==> config.mk <==
export PLATFORM = sky130hd
export DESIGN_NAME = greatest_common_divisor
export DESIGN_NICKNAME = d
export VERILOG_FILES = /design/src/sv/gcd_pkg.sv /design/src/sv/greatest_common_divisor.sv /design/src/sv/gcd_datapath.sv /design/src/sv/gcd_ctrl.sv
export SDC_FILE = /design/constraint.sdc
export NUM_CORES = 1
export LEC_CHECK = 0
export ABC_AREA = 1
export BUFFER_PORTS_ARGS = -buffer_cell sky130_fd_sc_hd__buf_2
export CORE_MARGIN = 10
export CORE_UTILIZATION = 55
export CTS_BUF_LIST = sky130_fd_sc_hd__clkbuf_4
export CTS_CLUSTER_DIAMETER = 100
export CTS_CLUSTER_SIZE = 8
export DETAILED_ROUTE_END_ITERATION = 16
export GPL_ROUTABILITY_DRIVEN = 1
export PLACE_DENSITY = 0.77
export SLEW_MARGIN = 20
export SYNTH_ARGS = -nofsm -noshare
export SYNTH_HDL_FRONTEND = slang
export SYNTH_SLANG_ARGS = --single-unit
export TNS_END_PERCENT = 5
==> constraint.sdc <==
create_clock -name clk_i -period 4.35 [get_ports clk_i]
set_clock_uncertainty 0.15 [all_clocks]
set_input_delay 0.87 -clock clk_i [delete_from_list [all_inputs] [get_ports clk_i]]
set_output_delay 0.87 -clock clk_i [all_outputs]
set_load 0.1 [all_outputs]
==> src/sv/gcd_pkg.sv <==
// gcd_pkg: shared types and constants for the greatest common divisor block
// operand width, beat structs, datapath op codes, fsm states and control structs
// no dependencies
package gcd_pkg;

  localparam int unsigned OperandBits = 63;
  localparam int unsigned CountBits   = $clog2(OperandBits + 1);

  typedef struct packed {
    logic [OperandBits-1:0] first_value;
    logic [OperandBits-1:0] second_value;
  } gcd_in_t;

  typedef struct packed {
    logic [OperandBits-1:0] divisor;
    logic                   both_zero;
  } gcd_out_t;

  typedef enum logic [2:0] {
    OP_HOLD,
    OP_LOAD,
    OP_SWAP,
    OP_SHIFT_BOTH,
    OP_SHIFT_B,
    OP_SUB,
    OP_SHIFT_UP
  } gcd_op_e;

  typedef enum logic [2:0] {
    S_IDLE,
    S_ALIGN,
    S_RUN,
    S_SCALE,
    S_DONE
  } gcd_state_e;

  typedef struct packed {
    logic a_zero;
    logic b_zero;
    logic a_odd;
    logic b_odd;
    logic a_gt_b;
    logic k_zero;
    logic out_free;
  } gcd_status_t;

  typedef struct packed {
    gcd_op_e op;
    logic    in_ready;
    logic    result_load;
  } gcd_ctrl_t;

endpackage

==> src/sv/greatest_common_divisor.sv <==
// greatest_common_divisor: top level of the iterative binary gcd block
// depends on gcd_pkg, gcd_datapath and gcd_ctrl
//
// Computes gcd(first_value, second_value) of two unsigned operands of
// gcd_pkg::OperandBits bits and returns one result beat per input beat.
// gcd(x,0) and gcd(0,x) give x; gcd(0,0) gives 0 with both_zero set.
// The work runs on one shared subtract/compare unit and one-bit shifters
// under a small sequencer (binary gcd): it loads the operands, strips
// common factors of two, runs the main loop of halving, swap and subtract
// steps, and then restores the factors of two.
// The time an item takes depends on its operands, mostly on the number of
// subtract/swap/halve steps in the main loop.
// in_ready_o is high only while the sequencer is idle. The result sits in
// an output register, so a new beat is taken while an older result waits.
module greatest_common_divisor import gcd_pkg::*; (
  input  logic     clk_i,
  input  logic     rst_ni,
  input  logic     in_valid_i,
  output logic     in_ready_o,
  input  gcd_in_t  in_i,
  output logic     out_valid_o,
  input  logic     out_ready_i,
  output gcd_out_t out_o
);

  gcd_status_t status, dp_status;
  gcd_ctrl_t   ctrl;
  gcd_out_t    result;
  gcd_out_t    out_q;
  logic        out_valid_q, out_valid_d;

  // operand registers and shared arithmetic
  gcd_datapath u_datapath (
    .clk_i    (clk_i),
    .in_i     (in_i),
    .op_i     (ctrl.op),
    .status_o (dp_status),
    .result_o (result)
  );

  // output slot is free when empty or being drained this cycle
  always_comb begin
    status          = dp_status;
    status.out_free = !out_valid_q || out_ready_i;
  end

  // sequencer
  gcd_ctrl u_ctrl (
    .clk_i      (clk_i),
    .rst_ni     (rst_ni),
    .in_valid_i (in_valid_i),
    .status_i   (status),
    .ctrl_o     (ctrl)
  );

  assign in_ready_o = ctrl.in_ready;

  // output register, decouples the result from the next computation
  always_comb begin
    out_valid_d = out_valid_q;
    if (out_ready_i) begin
      out_valid_d = 1'b0;
    end
    if (ctrl.result_load) begin
      out_valid_d = 1'b1;
    end
  end

  always_ff @(posedge clk_i or negedge rst_ni) begin
    if (!rst_ni) begin
      out_valid_q <= 1'b0;
    end else begin
      out_valid_q <= out_valid_d;
    end
  end

  always_ff @(posedge clk_i) begin
    if (ctrl.result_load) begin
      out_q <= result;
    end
  end

  assign out_valid_o = out_valid_q;
  assign out_o       = out_q;

`ifndef SYNTH
  // a zero-pair result always carries a zero divisor
  assert property (@(posedge clk_i) disable iff (!rst_ni)
    out_valid_o && out_o.both_zero |-> out_o.divisor == '0)
    else $error("both_zero result with nonzero divisor");

  // sequencer goes busy right after taking a beat
  assert property (@(posedge clk_i) disable iff (!rst_ni)
    in_valid_i && in_ready_o |=> !in_ready_o)
    else $error("ready stayed high after an accepted beat");

  // a result never overwrites one that has not been taken
  assert property (@(posedge clk_i) disable iff (!rst_ni)
    ctrl.result_load |-> !out_valid_q || out_ready_i)
    else $error("result loaded into a full output register");
`endif

endmodule

==> src/sv/gcd_datapath.sv <==
// gcd_datapath: operand registers, shift count and the one shared subtractor
// depends on gcd_pkg
module gcd_datapath import gcd_pkg::*; (
  input  logic        clk_i,
  input  gcd_in_t     in_i,
  input  gcd_op_e     op_i,
  output gcd_status_t status_o,
  output gcd_out_t    result_o
);

  logic [OperandBits-1:0] a_q, a_d, b_q, b_d;
  logic [CountBits-1:0]   k_q, k_d;
  logic                   zero_q, zero_d;
  logic [OperandBits:0]   diff;

  // shared compare and subtract: borrow means a > b
  assign diff = {1'b0, b_q} - {1'b0, a_q};

  always_comb begin
    a_d    = a_q;
    b_d    = b_q;
    k_d    = k_q;
    zero_d = zero_q;
    case (op_i)
      OP_LOAD: begin
        a_d    = in_i.first_value;
        b_d    = in_i.second_value;
        k_d    = '0;
        zero_d = (in_i.first_value == '0) && (in_i.second_value == '0);
      end
      OP_SWAP: begin
        a_d = b_q;
        b_d = a_q;
      end
      OP_SHIFT_BOTH: begin
        a_d = a_q >> 1;
        b_d = b_q >> 1;
        k_d = k_q + CountBits'(1);
      end
      OP_SHIFT_B: b_d = b_q >> 1;
      OP_SUB:     b_d = diff[OperandBits-1:0];
      OP_SHIFT_UP: begin
        a_d = a_q << 1;
        k_d = k_q - CountBits'(1);
      end
      default: ;
    endcase
  end

  always_ff @(posedge clk_i) begin
    a_q    <= a_d;
    b_q    <= b_d;
    k_q    <= k_d;
    zero_q <= zero_d;
  end

  assign status_o.a_zero   = (a_q == '0);
  assign status_o.b_zero   = (b_q == '0);
  assign status_o.a_odd    = a_q[0];
  assign status_o.b_odd    = b_q[0];
  assign status_o.a_gt_b   = diff[OperandBits];
  assign status_o.k_zero   = (k_q == '0);
  assign status_o.out_free = 1'b0;

  assign result_o.divisor   = a_q;
  assign result_o.both_zero = zero_q;

endmodule

==> src/sv/gcd_ctrl.sv <==
// gcd_ctrl: sequencer that steps the binary gcd through the shared datapath
// depends on gcd_pkg
module gcd_ctrl import gcd_pkg::*; (
  input  logic        clk_i,
  input  logic        rst_ni,
  input  logic        in_valid_i,
  input  gcd_status_t status_i,
  output gcd_ctrl_t   ctrl_o
);

  gcd_state_e state_q, state_d;

  always_ff @(posedge clk_i or negedge rst_ni) begin
    if (!rst_ni) begin
      state_q <= S_IDLE;
    end else begin
      state_q <= state_d;
    end
  end

  always_comb begin
    state_d            = state_q;
    ctrl_o.op          = OP_HOLD;
    ctrl_o.in_ready    = 1'b0;
    ctrl_o.result_load = 1'b0;
    case (state_q)
      S_IDLE: begin
        ctrl_o.in_ready = 1'b1;
        if (in_valid_i) begin
          ctrl_o.op = OP_LOAD;
          state_d   = S_ALIGN;
        end
      end
      S_ALIGN: begin
        if (status_i.a_zero) begin
          ctrl_o.op = OP_SWAP;
          state_d   = S_DONE;
        end else if (status_i.b_zero) begin
          state_d = S_DONE;
        end else if (!status_i.a_odd && !status_i.b_odd) begin
          ctrl_o.op = OP_SHIFT_BOTH;
        end else if (!status_i.a_odd) begin
          ctrl_o.op = OP_SWAP;
          state_d   = S_RUN;
        end else begin
          state_d = S_RUN;
        end
      end
      S_RUN: begin
        // a stays odd here
        if (status_i.b_zero) begin
          state_d = S_SCALE;
        end else if (!status_i.b_odd) begin
          ctrl_o.op = OP_SHIFT_B;
        end else if (status_i.a_gt_b) begin
          ctrl_o.op = OP_SWAP;
        end else begin
          ctrl_o.op = OP_SUB;
        end
      end
      S_SCALE: begin
        if (status_i.k_zero) begin
          state_d = S_DONE;
        end else begin
          ctrl_o.op = OP_SHIFT_UP;
        end
      end
      S_DONE: begin
        if (status_i.out_free) begin
          ctrl_o.result_load = 1'b1;
          state_d            = S_IDLE;
        end
      end
      default: state_d = S_IDLE;
    endcase
  end

endmodule

==> flow_metrics.env <==
export IMPL_remaining_drc_errors=0
export IMPL_end_kind="register"
export IMPL_worstPathRequired_ns=4.80
export IMPL_number_of_cell_rows=61
export IMPL_synth_main_ff_cell="sky130_fd_sc_hd__edfxtp_1"
export IMPL_fin_crit_ns=4.139
export IMPL_globalRouteOverflowTotal=0
export IMPL_outcome="finished clean"
export IMPL_filler_instances=2619
export IMPL_nNetsFinal=2647
export IMPL_placeableCoreArea_sq_um=27860
export IMPL_area_taken_by_flip_flops_and_latches_sq_um=6016
export IMPL_synth_enable_flop_cells=197
export IMPL_grt_util_all_layers_pct=34.32
export IMPL_grt_first_pass_wirelength_um=94830
export IMPL_netlist_instances=2208
export IMPL_layout_commonest_cell="sky130_fd_sc_hd__nand2_1"
export IMPL_timing_setup_tns_ns=0
export IMPL_finalWeightedCongestion=1.117
export IMPL_seq_area_frac_synth_pct=38.62
export IMPL_wl_per_cell_um=22.44
export IMPL_max_cap_violations=0
export IMPL_cts_inserted_buffers=29
export IMPL_final_min_period_over_clock_period_pct=95.15
export IMPL_vias_per_cell=6.067
export IMPL_number_of_synthesized_register_bits=201
export IMPL_drt_iter0_markers=3172
export IMPL_async_flop_share_pct=1.990
export IMPL_least_margin_pin_slew_ns=0.8232
export IMPL_rsz0062_at_grt="false"
export IMPL_timing_max_slew_rel_slack_pct=45.12
export IMPL_postCtsSetupBuffers=0
export IMPL_i_o_buffers=195
export IMPL_drt_wl_total_um=63650
export IMPL_die_area_sq_um=35450
export IMPL_routed_via_count=17210
export IMPL_setup_viol=0
export IMPL_setup_worst_path_start_class="register"
export IMPL_synthToLayoutAreaGrowth_pct=12.97
export IMPL_antenna_violating_nets_post_route=0
export IMPL_yosysWarningCount=0
export IMPL_average_cell_area_after_synthesis_sq_um=7.054
export IMPL_clk_pin_slew_ns=0.11
export IMPL_max_freq_mhz=241.6
export IMPL_post_dp_hpwl_um=51590
export IMPL_clock_sinks=201
export IMPL_leading_cell_types_in_the_layout_fill_and_taps_excluded="713 x sky130_fd_sc_hd__nand2_1, 336 x sky130_fd_sc_hd__nor2_1, 223 x sky130_fd_sc_hd__inv_1"
export IMPL_final_hold_viol_count=0
export IMPL_grt_max_degree=65
export IMPL_antenna_found_initial=1
export IMPL_mappedNetlistNets=2408
export IMPL_dieWidth_um=188.3
export IMPL_worst_setup_path_category="reg2reg"
export IMPL_die_y_um=188.3
export IMPL_min_delay_path_class="in2reg"
export IMPL_cp_data_arrival_time_ns=4.59
export IMPL_post_route_cells_drive_above_1_share_pct=14.20
export IMPL_firstDrtPassIters=7
export IMPL_start_util_pct=55.91
export IMPL_tritoncts="done"
export IMPL_ctsRootBufferMaster="sky130_fd_sc_hd__clkbuf_4"
export IMPL_mappedNetlistArea_sq_um=15580
export IMPL_fin_util_pct=63.17
export IMPL_finalMaxSlewViolations=0
export IMPL_insertion_delay_ns=0.76
export IMPL_ctsHtreeMaxLevel=1
export IMPL_cp_max_fo=27
export IMPL_io_pins=196
export IMPL_multiInputGateArea_sq_um=8328
export IMPL_first_global_vias=15850
export IMPL_post_synth_num_cell_types=43
export IMPL_cts_root_to_sink_buffers=3
layout make-up:
class                   instances  area share, %
well taps                     378          2.688
repair buffers                265          8.845
clock buffers                  40          1.706
diodes                          1        0.01422
clock inverters                 2        0.07110
flip-flops and latches        201          34.19
inverters                     242          5.162
multi-input cells            1708          47.33
what timing repair did:
| action | CTS | global route |
|---|---|---|
| resized for setup | 0 | 5 |
| endpoints found under the setup margin | 0 | 78 |
| hold buffers | 1 | 0 |
| hold endpoints to repair | 4 | 0 |
routing by layer:
layer / wire (um) / global-route usage, % / vias to the layer above
li1: - / - / 7815
met1: 25100 / 49.30 / 7855
met2: 25840 / 48.06 / 1413
met3: 10840 / 11.21 / 128
met4: 1871 / 9.631 / 0
met5: 0 / 0 / -
cell families after synthesis:
| logic type | Yosys count | synth area share, % |
|---|---|---|
| mux | 1 | 0.06426 |
| buf+inv | 300 | 8.065 |
| xor+xnor | 35 | 1.968 |
| fa+ha+maj | 70 | 5.719 |
| simple gates | 1399 | 38.02 |
| flops | 201 | 38.62 |
| compound gates | 202 | 7.543 |
synth_stat cells, types with 5 or more instances:
cell type                  instances  area share, %
sky130_fd_sc_hd__edfxtp_1        197             38
sky130_fd_sc_hd__inv_2            19           0.46
sky130_fd_sc_hd__nor4_1           34            1.4
sky130_fd_sc_hd__clkbuf_1         20           0.48
sky130_fd_sc_hd__a22oi_1           8           0.39
sky130_fd_sc_hd__nor3_1           16           0.51
sky130_fd_sc_hd__buf_2            20           0.64
sky130_fd_sc_hd__o21bai_1         15           0.72
sky130_fd_sc_hd__nand3b_1          8           0.39
sky130_fd_sc_hd__nor2_1          338            8.1
sky130_fd_sc_hd__ha_1             68            5.5
sky130_fd_sc_hd__a21boi_0         12           0.58
sky130_fd_sc_hd__buf_4             8           0.39
sky130_fd_sc_hd__nand3_1         179            5.8
sky130_fd_sc_hd__a21oi_1          90            2.9
sky130_fd_sc_hd__a21o_1            8           0.39
sky130_fd_sc_hd__nand2_1         714             17
sky130_fd_sc_hd__o21ai_0          51            1.6
sky130_fd_sc_hd__inv_1           223            5.4
sky130_fd_sc_hd__nand4_1          87            3.5
sky130_fd_sc_hd__o211ai_1          6           0.29
sky130_fd_sc_hd__xor2_1           14           0.79
sky130_fd_sc_hd__buf_6            10           0.72
sky130_fd_sc_hd__xnor2_1          21            1.2
sky130_fd_sc_hd__nand2_2           5           0.20
registers in the layout (all words and copies together) (netlist names):
| signal | count |
|---|---|
| out_valid_o | 1 |
| u_ctrl.state_q | 3 |
| u_datapath.b_q | 63 |
| u_datapath.k_q | 6 |
| out_o | 64 |
| u_datapath.a_q | 63 |
| u_datapath.zero_q | 1 |
metrics by stage:
step	setup slack, ns	hold slack, ns	cell area, sq um	std cells
2_1_floorplan	0.1093	0.2503	15580	2208
3_3_place_gp	0.1632	0.2605	17250	2792
3_5_place_dp	0.1639	0.2675	17250	2792
4_1_cts	0.1561	0.2731	17570	2835
5_1_grt	0.008391	0.2963	17600	2837
6_report	0.2112	0.2808	17600	2837
worst max-delay path, cell delays in order (launching register included):
cell,delay [ns]
sky130_fd_sc_hd__edfxtp_1,0.45
sky130_fd_sc_hd__inv_1,0.13
sky130_fd_sc_hd__ha_1,0.40
sky130_fd_sc_hd__a21oi_1,0.19
sky130_fd_sc_hd__nand2_1,0.16
sky130_fd_sc_hd__nand2_1,0.09
sky130_fd_sc_hd__nand2_1,0.11
sky130_fd_sc_hd__nand2_1,0.10
sky130_fd_sc_hd__nand2_2,0.08
sky130_fd_sc_hd__nand2_1,0.09
sky130_fd_sc_hd__nand2_2,0.11
sky130_fd_sc_hd__nand2_1,0.19
sky130_fd_sc_hd__nand2_1,0.10
sky130_fd_sc_hd__nand2_2,0.10
sky130_fd_sc_hd__nand3_2,0.17
sky130_fd_sc_hd__o21bai_4,0.68
sky130_fd_sc_hd__buf_6,0.34
sky130_fd_sc_hd__nand2_1,0.08
sky130_fd_sc_hd__nand2_1,0.14
sky130_fd_sc_hd__nor2_1,0.05
sky130_fd_sc_hd__nand2_1,0.06
final timing paths:
check / to / from / cells past startpoint / slack, ns
setup / recovery: u_datapath.b_q[20] / u_datapath.a_q[2] / 20 / 0.21
hold / removal: u_datapath.a_q[4] / in_i[67] / 3 / 0.28
setup reg to reg: u_datapath.b_q[20] / u_datapath.a_q[2] / 20 / 0.21
hold reg to reg: out_o[62] / u_datapath.a_q[61] / 0 / 0.35
max in group asynchronous: u_ctrl.state_q[0] / rst_ni / 2 / 3.60
min in group asynchronous: out_valid_o / rst_ni / 2 / 0.33
Power is left out: the tool's default activity adds up to more than one toggle a clock period on the data nets, which glitch-free logic cannot reach.
